File: src/design/lge_pkg.sv
// shared types and constants for the life grid generation engine
package lge_pkg;

   localparam int CMD_W   = 2;
   localparam int COORD_W = 6;

   localparam logic [CMD_W-1:0] CMD_TOGGLE = 2'd0;
   localparam logic [CMD_W-1:0] CMD_STEP   = 2'd1;
   localparam logic [CMD_W-1:0] CMD_READ   = 2'd2;

   typedef struct packed {
      logic load_req;
      logic rd_cell;
      logic cell_update;
      logic sweep_start;
      logic sweep_prime;
      logic sweep_run;
      logic load_rsp;
   } ctl_cmd_type;

   typedef struct packed {
      logic [CMD_W-1:0] cmd;
      logic             coord_ok;
      logic             sweep_last;
      logic             rsp_free;
   } ctl_status_type;

endpackage

File: src/design/lge_ctrl.sv
// request sequencing state machine
module lge_ctrl (
   input  logic                    clock,
   input  logic                    reset,
   input  logic                    req_valid,
   output logic                    req_ready,
   input  lge_pkg::ctl_status_type status_i,
   output lge_pkg::ctl_cmd_type    ctl_o
);

   localparam logic [2:0] ST_IDLE   = 3'd0;
   localparam logic [2:0] ST_DECODE = 3'd1;
   localparam logic [2:0] ST_CELL   = 3'd2;
   localparam logic [2:0] ST_PRIME  = 3'd3;
   localparam logic [2:0] ST_RUN    = 3'd4;
   localparam logic [2:0] ST_DONE   = 3'd5;

   logic [2:0] state_ff;
   logic [2:0] state_in;

   assign req_ready = (state_ff == ST_IDLE);

   always_comb begin
      ctl_o    = '0;
      state_in = state_ff;
      unique case (state_ff)
         ST_IDLE: begin
            if (req_valid) begin
               ctl_o.load_req = 1'b1;
               state_in       = ST_DECODE;
            end
         end
         ST_DECODE: begin
            if (status_i.cmd == lge_pkg::CMD_STEP) begin
               ctl_o.sweep_start = 1'b1;
               state_in          = ST_PRIME;
            end else if (((status_i.cmd == lge_pkg::CMD_TOGGLE)
                          || (status_i.cmd == lge_pkg::CMD_READ)) && status_i.coord_ok) begin
               ctl_o.rd_cell = 1'b1;
               state_in      = ST_CELL;
            end else begin
               state_in = ST_DONE;
            end
         end
         ST_CELL: begin
            ctl_o.cell_update = 1'b1;
            state_in          = ST_DONE;
         end
         ST_PRIME: begin
            ctl_o.sweep_prime = 1'b1;
            state_in          = ST_RUN;
         end
         ST_RUN: begin
            ctl_o.sweep_run = 1'b1;
            if (status_i.sweep_last) begin
               state_in = ST_DONE;
            end
         end
         ST_DONE: begin
            if (status_i.rsp_free) begin
               ctl_o.load_rsp = 1'b1;
               state_in       = ST_IDLE;
            end
         end
         default: begin
            state_in = ST_IDLE;
         end
      endcase
   end

   always_ff @(posedge clock) begin
      if (reset) begin
         state_ff <= ST_IDLE;
      end else begin
         state_ff <= state_in;
      end
   end

   a_accept_decode: assert property (@(posedge clock) disable iff (reset)
      (req_valid && req_ready) |=> (state_ff == ST_DECODE))
      else $error("accepted request not decoded next");

   a_sweep_end: assert property (@(posedge clock) disable iff (reset)
      (state_ff == ST_RUN && status_i.sweep_last) |=> (state_ff == ST_DONE))
      else $error("sweep did not finish after last row");

   a_rsp_slot: assert property (@(posedge clock) disable iff (reset)
      ctl_o.load_rsp |-> status_i.rsp_free)
      else $error("response loaded over a pending response");

   a_read_port: assert property (@(posedge clock) disable iff (reset)
      $onehot0({ctl_o.rd_cell, ctl_o.sweep_start, ctl_o.sweep_prime, ctl_o.sweep_run}))
      else $error("row memory read port claimed twice");

endmodule

File: config.mk
export PLATFORM = sky130hd
export DESIGN_NAME = lge_ctrl
export DESIGN_NICKNAME = d
export VERILOG_FILES = /design/src/design/lge_pkg.sv /design/src/design/lge_ctrl.sv
export SDC_FILE = /design/constraint.sdc
export NUM_CORES = 1
export LEC_CHECK = 0
export BUFFER_PORTS_ARGS = -buffer_cell sky130_fd_sc_hd__buf_2
export CAP_MARGIN = 40
export CORE_AREA = 2 2 39 41
export DETAILED_ROUTE_END_ITERATION = 7
export DIE_AREA = 0 0 41 43
export SETUP_SLACK_MARGIN = 0.15
export SLEW_MARGIN = 10
export SYNTH_ARGS = -nofsm -noshare
export SYNTH_HDL_FRONTEND = slang
export SYNTH_SLANG_ARGS = --single-unit
File: constraint.sdc
create_clock -name clock -period 1.25 [get_ports clock]
set_input_delay 0 -clock clock [delete_from_list [all_inputs] [get_ports clock]]
set_output_delay 0 -clock clock [all_outputs]
set_load 0.02 [all_outputs]
# Word-level counts from Yosys, hierarchy flattened
# Index checks and enable logic that the tools add are counted.
[word_totals]
mem_count = 0
latch_bits = 0
ram_bits = 0
word_cells = 34
out_inout_bits = 8
regBits = 3
rom_bits = 0
in_bits = 8
[op_classes]
shift = 0
bitwise = 0
n_eq_ne = 10
n_reduce_logical = 5
muxes = 18
div_mod_pow = 0
mul = 0
magnitude_cmp = 0
add_sub_neg = 0
[ops]
columns = ["operator", "count"]
rows = [
  ["$pmux W3 S6", 1],
  ["$mux W3", 5],
  ["$mux W1", 12],
  ["$eq A3 B2 Y1 const B", 2],
  ["$eq A3 B3 Y1 const B", 2],
  ["$ne A2 B2 Y1 const B", 3],
  ["$eq A3 B1 Y1 const B", 1],
  ["$logic_not A3 Y1", 1],
  ["$reduce_and A3 Y1", 1],
  ["$eq A2 B1 Y1 const B", 1],
  ["$eq A2 B2 Y1 const B", 1],
  ["$logic_not A2 Y1", 1],
  ["$logic_and A1 B1 Y1", 1],
  ["$logic_or A1 B1 Y1", 1],
]

# Logic depth before layout (Yosys ltp)
# Gate-level depths: netlist of run 1.
[logic_depth]
depth_word = 6
depth_mapped = 4
mapped_depth_nobuf = 3

# Worst setup path before layout of run 1
# Ideal clock, no wire load.
[synth_timing]
path_kind = "register to output"
startpoint = "reg state_ff[0]"
endpoint = "out ctl_o[6] (netlist name)"
path_buffers = 1
stages_incl_launch_ff = 4
arrival_ns = 1.280
path_slack_ns = -0.030
cell_sequence = "dfxtp_1 > buf_6 > nor3_1 > and2_1"
[synth_lines]
columns = ["item", "line_no", "rtl"]
rows = [
  ["start: declaration", "lge_ctrl.sv:18", "logic [2:0] state_ff;"],
  ["start signal: assignment", "lge_ctrl.sv:75", "state_ff <= state_in;"],
  ["end: declaration", "lge_ctrl.sv:8", "output lge_pkg::ctl_cmd_type ctl_o"],
]

==> results of run 1 <==
## worst min-delay path: cells and delay by family
family,cells,cell delay (ns)
AOI/OAI and AO/OA,1,0.07
and+or+nand+nor,2,0.12
buffers and inverters,1,0.09
## cell usage in the layout, fill, tap and decap left out
cell type and count:
sky130_fd_sc_hd__nor3b_1 1, sky130_fd_sc_hd__nand2_2 1, sky130_fd_sc_hd__or2b_1 1, sky130_fd_sc_hd__dlygate4sd3_1 1, sky130_fd_sc_hd__nand2b_1 5, sky130_fd_sc_hd__a31oi_1 1
sky130_fd_sc_hd__buf_4 7, sky130_fd_sc_hd__buf_2 10, sky130_fd_sc_hd__nor2b_4 1, sky130_fd_sc_hd__dfxtp_4 2, sky130_fd_sc_hd__o32a_1 1, sky130_fd_sc_hd__o21ai_0 1
sky130_fd_sc_hd__nand2_1 1, sky130_fd_sc_hd__dfxtp_2 1, sky130_fd_sc_hd__nor3_2 1, sky130_fd_sc_hd__clkbuf_1 1, sky130_fd_sc_hd__clkbuf_4 3, sky130_fd_sc_hd__and2_1 2
sky130_fd_sc_hd__nor2_1 5, sky130_fd_sc_hd__a211oi_2 2, sky130_fd_sc_hd__a21oi_1 1, sky130_fd_sc_hd__nand3_1 1
## what timing repair did
item,CTS,global route
cloned,0,0
pin swaps,2,2
buffers inserted,2,0
hold buffers,1,0
endpoints found under the setup margin,7,7
hold endpoints to repair,3,0
gates resized for setup,8,6
## cells by family after synthesis
group	share of synthesized area, %
AO/OA/AOI/OAI	20.44
buffers and inverters	8.288
AND/OR/NAND/NOR	44.75
flip-flops	26.52
## how the worst max path moves through the flow
| stage | cells after the start | endpoint | slack [ns] |
|---|---|---|---|
| 6_report | 4 | ctl_o[3] | 0.14 |
| 2_1_floorplan | 3 | ctl_o[6] | 0.18 |
| 3_5_place_dp | 4 | ctl_o[3] | 0.16 |
| 4_1_cts | 4 | ctl_o[3] | 0.14 |
| 5_1_grt | 4 | ctl_o[3] | 0.07 |
| 3_3_place_gp | 4 | ctl_o[5] | 0.20 |
## area by class of cell
class                           instances  area share (%)
Tap cell                               16           5.063
Sequential cell                         3           17.41
Multi-Input combinational cell         25           42.41
Timing Repair Buffer                   18           28.48
Clock buffer                            4           6.646
## where the power goes
part	switching, mW	leakage, nW	total, mW	internal, mW
Sequential	0.0303	0.0264	0.145	0.114
Combinational	0.0975	0.132	0.197	0.0996
Clock	0.0474	0.0150	0.167	0.119
Total	0.175	0.173	0.509	0.334
## metal layers
layer,track usage (%),vias to the layer above
met1,8.974,126
li1,-,142
met3,3.141,0
met5,0,-
met4,8.000,0
met2,14.06,4
## per-stage QoR
stage               total power [mW]  hold slack, ns  area, um^2
floorplan                     0.2642         0.06465       231.5
global placement              0.2928          0.2049       307.8
detailed placement            0.2959          0.2105       307.8
CTS                           0.5068         0.08624       377.9
global route                  0.5462          0.1302       395.4
finish                        0.5088          0.1021       395.4
==> implementation parameters, run 1 <==
Parameter                              Value

Outcome
  Result of the run ... finished, final reports clean

Critical path
  Reg2Reg Setup Slack ... 0.24 ns
  Number of buffers and inverters on the critical path ... 1
  Endpoint arrival time on the critical path ... 1.11 ns
  Reg-to-reg endpoint ... state_ff[0]
  Crit path required time ... ~1.3 ns
  Delay of the slowest cell on the worst path ... 0.37 ns
  Critical path capture point type ... output port
  Crit Path Max Fanout ... 7
  Crit Path Class ... reg2out
  Largest delay share family, worst path ... flip-flops
  Critical path startpoint category ... flip-flop
  Launch point of the worst path ... state_ff[0]
  Crit Reg-Reg Startpoint ... state_ff[1]
  Worst-case reg-to-reg path depth ... 3
  Cells along the critical path ... nor2b_4, nand2b_1, nor2_1, buf_4
  Slowest cell on the critical path ... sky130_fd_sc_hd__dfxtp_4

Synth
  Number of flip-flops and latches in the synthesized netlist ... 3
  Synth area leader ... sky130_fd_sc_hd__dfxtp_1
  Yosys warns ... 0
  Main flop type after synthesis ... sky130_fd_sc_hd__dfxtp_1
  Async set or reset register ratio after synthesis ... 0%
  Cell types with the highest counts after synthesis ... sky130_fd_sc_hd__nand2b_1, sky130_fd_sc_hd__nor2_1, sky130_fd_sc_hd__dfxtp_1
  Mean Syn Cell Area ... between 7 and 8 um^2
  Biggest area contributors in the synthesized netlist ... sky130_fd_sc_hd__dfxtp_1, sky130_fd_sc_hd__nand2b_1, sky130_fd_sc_hd__nor2_1
  Gate Count Post-Synth ... 30
  Count of cell types in the netlist ... 18
  Yosys top cell area share ... 26.52%
  Syn Std Cell Area ... around 230 um^2
  Sequential area share after synthesis ... a little over a quarter
  Number of synthesized flops with an enable pin ... 0
  Net count after synthesis ... 38

Routing
  Vias per cell ... a little over 4
  Detailed Routing Iterations Pass 1 ... 3
  DRC violation count after routing ... 0
  Metal-1 WL ... approximately 240 um
  Routed via count ... 272
  WL per Instance ... 9.667 um
  Number of nets still failing antenna checks after routing ... 0
  DRT Wirelength ... 638 um
  Detailed Route Iter0 Violations ... 3
  Highest routed metal layer ... met3
  Sum of met3 wire segment lengths after detailed routing ... 20 um
  Met2 WL ... between 300 and 400 um

Die
  Die boundary width ... approximately 41 um
  Starting density of the core ... 16.37%
  DIE HEIGHT ... 43 um
  CORE AREA ... 1384 um^2
  FP Rows ... 14
  Area enclosed by the die boundary ... approximately 1800 um^2
  I/O Pins ... 16

Clock network
  CTS root buf ... sky130_fd_sc_hd__clkbuf_4
  Clock slew seen by the registers of the worst setup and hold paths ... 0.04 ns
  TritonCTS clock tree ... done
  Cts bufs inserted ... 3
  Insertion delay to the later sink of the worst-skew pair ... 0.23 ns
  Clock sinks ... 3
  CTS H-tree depth ... 1
  Deepest clock path buffer count ... 2

STA
  Final cycle utilization of the critical path ... 89.01%
  Post-Route Setup TNS ... 0 ns
  Measured slew at the worst slew-check pin ... approximately 0.21 ns
  Worst setup slack after layout ... 0.1373 ns
  Final-report max-slew violation count ... 0
  Maximum frequency from static timing analysis ... 898.7 MHz
  Final hold violation count ... 0
  Final setup violating endpoints ... 0
  RSZ-0062 raised after global routing ... true
  Headroom to the max-slew limit ... 85.61%
  Clock skew after layout ... 0.0008468 ns
  Final worst path period need ... about 1.1 ns

Cells and area
  Layout Utilization ... 28.57%
  Fraction of layout cells with a size suffix above 1 ... 56.00%
  Syn-to-layout area delta ... 74.59%
  Filler Cells Inserted ... 157
  Biggest register ... state_ff
  Post-layout net count ... 59
  Area of the multi-input gates ... around 170 um^2
  Diodes inserted ... 0
  Registers with the most flip-flops ... state_ff x3
  Final Instance Count excl. Fillers ... 66
  Flip-flop count of the largest register, all copies and words added ... 3
  Area of all sequential standard cells ... 68.82 um^2

Hold path
  Worst hold path stage count ... 4
  Sink of the worst hold path ... state_ff[2]
  Launch instance of the worst min-delay path ... status_i[0]
  Tightest Hold Check Type ... in2reg

Job
  Maxcap violations ... 0

Power and ir drop
  Worst voltage drop across the vdd grid ... 0.2196 mV
  Leakage power summed over all cells ... 0.1732 nW
  Total power per unit cell area ... 1287 nW/um^2

GRT
  Via count of the first global-routing pass ... 261
  Wire length of the first global-routing pass ... 1021 um
  Remaining global-route overflow ... 0
  Maximum number of pins on one net before global-route repair ... 10
  Initial antenna violation count ... 0
  All-layer global routing usage ... a little under a tenth

Placed design
  Number of I/O port buffers ... 15
  Post-detailed-placement half-perimeter wirelength ... 418.4 um
  # placed instances ... 59
  RD Place Congestion ... 0.7991
  Minimum setup slack after placement ... about 0.16 ns
No activity file was read; power rests on OpenSTA's default activity.
==> inputs of run 2 (changes only) <==
- SETUP_SLACK_MARGIN: 0.15 -> 0.2
==> implementation parameters, run 2 (synthesis results as in run 1) <==
Parameter                              Value

Outcome
  Result of the run ... finished, final reports clean (unchanged)

STA
  Final cycle utilization of the critical path ... 87.85% (was 89.01%)
  Final-report max-slew violation count ... 0 (unchanged)
  Maximum frequency from static timing analysis ... 910.7 MHz (was 898.7 MHz)
  RSZ-0062 raised after global routing ... true (unchanged)
  Post-Route Setup TNS ... 0 ns (unchanged)
  Clock skew after layout ... 0.001938 ns (was 0.0008468 ns)
  Headroom to the max-slew limit ... 85.93% (was 85.61%)
  Final hold violation count ... 0 (unchanged)
  Final worst path period need ... 1.098 ns (was 1.113 ns)
  Final setup violating endpoints ... 0 (unchanged)
  Measured slew at the worst slew-check pin ... 0.2089 ns (was 0.2135 ns)

Clock network
  CTS H-tree depth ... 1 (unchanged)
  Insertion delay to the later sink of the worst-skew pair ... 0.23 ns (about the same)
  Clock slew seen by the registers of the worst setup and hold paths ... 0.04 ns (about the same)
  TritonCTS clock tree ... done (unchanged)
  Cts bufs inserted ... 3 (unchanged)
  Deepest clock path buffer count ... 2 (unchanged)
  Clock sinks ... 3 (unchanged)
  CTS root buf ... sky130_fd_sc_hd__clkbuf_4 (unchanged)

Critical path
  Worst-case reg-to-reg path depth ... 4 (was 3)
  Reg2Reg Setup Slack ... 0.26 ns (was 0.24 ns)
  Critical path capture point type ... output port (unchanged)
  Crit Path Class ... reg2out (unchanged)
  Cells along the critical path ... nor2b_4, nand2b_4, nor2_4, buf_6 (was nor2b_4, nand2b_1, nor2_1, buf_4)
  Number of buffers and inverters on the critical path ... 1 (unchanged)
  Delay of the slowest cell on the worst path ... 0.38 ns (was 0.37 ns)
  Reg-to-reg endpoint ... state_ff[0] (unchanged)
  Crit path required time ... 1.25 ns (about the same)
  Slowest cell on the critical path ... sky130_fd_sc_hd__dfxtp_4 (unchanged)
  Crit Reg-Reg Startpoint ... state_ff[1] (unchanged)
  Largest delay share family, worst path ... flip-flops (unchanged)
  Crit Path Max Fanout ... 6 (was 7)
  Critical path startpoint category ... flip-flop (unchanged)
  Endpoint arrival time on the critical path ... 1.10 ns (was 1.11 ns)

Hold path
  Sink of the worst hold path ... state_ff[0] (was state_ff[2])
  Worst hold path stage count ... 4 (unchanged)
  Launch instance of the worst min-delay path ... status_i[0] (unchanged)
  Tightest Hold Check Type ... in2reg (unchanged)

Cells and area
  Layout Utilization ... 35.08% (was 28.57%)
  Diodes inserted ... 0 (unchanged)
  Post-layout net count ... 61 (was 59)
  Area of all sequential standard cells ... 68.82 um^2 (unchanged)
  Flip-flop count of the largest register, all copies and words added ... 3 (unchanged)
  Registers with the most flip-flops ... state_ff x3 (unchanged)
  Syn-to-layout area delta ... 114.4% (was 74.59%)
  Most used cells in the layout excluding fill and tap cells ... sky130_fd_sc_hd__buf_2, sky130_fd_sc_hd__buf_6, sky130_fd_sc_hd__buf_4 (was sky130_fd_sc_hd__buf_2, sky130_fd_sc_hd__buf_4, sky130_fd_sc_hd__nand2b_1, sky130_fd_sc_hd__nor2_1, sky130_fd_sc_hd__clkbuf_4)
  Biggest register ... state_ff (unchanged)
  Most common library cell in the layout ignoring fill and taps ... sky130_fd_sc_hd__buf_2 (unchanged)
  Filler Cells Inserted ... 144 (was 157)
  Final Instance Count excl. Fillers ... 68 (was 66)
  Fraction of layout cells with a size suffix above 1 ... 67.31% (was 56.00%)
  Area of the multi-input gates ... 206.4 um^2 (was 167.7 um^2)

Placed design
  RD Place Congestion ... 0.7927 (was 0.7991)
  Number of I/O port buffers ... 15 (unchanged)
  Post-detailed-placement half-perimeter wirelength ... 438.7 um (was 418.4 um)
  # placed instances ... 60 (was 59)

Routing
  Detailed Routing Iterations Pass 1 ... 2 (was 3)
  DRC violation count after routing ... 0 (unchanged)
  DRT Wirelength ... 622 um (was 638 um)
  WL per Instance ... 9.147 um (was 9.667 um)
  Routed via count ... 276 (was 272)
  Number of nets still failing antenna checks after routing ... 0 (unchanged)
  Vias per cell ... 4.059 (was 4.121)
  Detailed Route Iter0 Violations ... 1 (was 3)

GRT
  Initial antenna violation count ... 0 (unchanged)
  Wire length of the first global-routing pass ... 1007 um (was 1021 um)
  Remaining global-route overflow ... 0 (unchanged)
  Maximum number of pins on one net before global-route repair ... 10 (unchanged)
  Via count of the first global-routing pass ... 268 (was 261)
  All-layer global routing usage ... 8.844% (was 9.127%)

Die
  Area enclosed by the die boundary ... 1763 um^2 (unchanged)
  I/O Pins ... 16 (unchanged)
  Die boundary width ... 41 um (unchanged)
  Starting density of the core ... 16.37% (unchanged)
  DIE HEIGHT ... 43 um (unchanged)
  CORE AREA ... 1384 um^2 (unchanged)
  FP Rows ... 14 (unchanged)

Power and ir drop
  Combinational fraction of design power ... 45.1% (was 38.7%)
  Leakage power summed over all cells ... 0.2001 nW (was 0.1732 nW)
  Sw Share ... 34.84% (was 34.44%)
  Total power per unit cell area ... 1196 nW/um^2 (was 1287 nW/um^2)
  Design internal power ... 378.2 uW (was 333.5 uW)
  Worst voltage drop across the vdd grid ... 0.3408 mV (was 0.2196 mV)
  Share of total power in sequential cells ... 25.5% (was 28.5%)
  Power share of the clock group ... 29.3% (was 32.8%)
  Switching power summed over all nets ... 202.2 uW (was 175.2 uW)

Job
  Maxcap violations ... 0 (unchanged)
[run 2: cell count changes in the layout (fill, tap and decap cells not counted), moves of 2 or more]
cell,previous run,this run
sky130_fd_sc_hd__buf_2,10,8
sky130_fd_sc_hd__nand2b_1,5,3
sky130_fd_sc_hd__nor2_4,0,2
sky130_fd_sc_hd__buf_6,0,5
sky130_fd_sc_hd__nand2b_4,0,2
sky130_fd_sc_hd__buf_4,7,5
sky130_fd_sc_hd__nor2_1,5,2
[run 2: layout make-up]
cell class | count | share of cell area, %
timing repair buffer | 20 | 33.76
tap | 16 | 4.124
clock buffer | 4 | 5.412
sequential | 3 | 14.18
multi-input combinational | 25 | 42.53
[run 2: worst max path at each step]
stage | start | endpoint | slack, ns | depth (start not counted)
3_3_place_gp | state_ff[0] | ctl_o[5] | 0.17 | 4
2_1_floorplan | state_ff[1] | state_ff[0] | 0.23 | 3
4_1_cts | state_ff[0] | ctl_o[5] | 0.13 | 4
6_report | state_ff[0] | ctl_o[5] | 0.15 | 4
3_5_place_dp | state_ff[0] | ctl_o[5] | 0.14 | 4
5_1_grt | state_ff[0] | ctl_o[5] | 0.09 | 4
[run 2: metrics by stage]
| stage | hold WS [ns] | setup WS (ns) | area [um^2] | total power [mW] |
|---|---|---|---|---|
| finish | 0.1010 | 0.1519 | 485.5 | 0.5805 |
| CTS | 0.09330 | 0.1329 | 421.7 | 0.5326 |
| floorplan | 0.06465 | 0.2314 | 237.7 | 0.2740 |
| global placement | 0.1999 | 0.1670 | 321.6 | 0.3059 |
| detailed placement | 0.2043 | 0.1420 | 321.6 | 0.3081 |
| global route | 0.1264 | 0.08948 | 485.5 | 0.6284 |
[run 2: tightest hold or removal path, stage by stage]
cell and delay, ns:
sky130_fd_sc_hd__buf_2 0.09, sky130_fd_sc_hd__nand2_1 0.04, sky130_fd_sc_hd__o21ai_0 0.09, sky130_fd_sc_hd__a211oi_2 0.07
[run 2: layer usage]
layer | track usage [%] | part of all wire, % | vias up | routed length [um]
li1 | - | - | 146 | -
met1 | 9.677 | 38 | 123 | 236
met4 | 8.000 | 0 | 0 | 0
met3 | 3.141 | 4.0 | 0 | 25
met5 | 0 | 0 | - | 0
met2 | 12.50 | 58 | 7 | 360
[run 2: what timing repair did]
action	4_1_cts	5_1_grt
hold buffers	1	0
pin swaps	5	4
gates resized for setup	14	14
hold endpoints to repair	3	0
endpoints found under the setup margin	10	8
setup buffers	2	1
[run 2: power by group through the flow]
stage               Clock, mW  Combinational, mW  Sequential (mW)
floorplan                   0              0.157            0.117
global placement            0              0.164            0.141
detailed placement          0              0.166            0.142
CTS                     0.178              0.210            0.146
global route            0.193              0.284            0.151
finish                  0.170              0.262            0.148
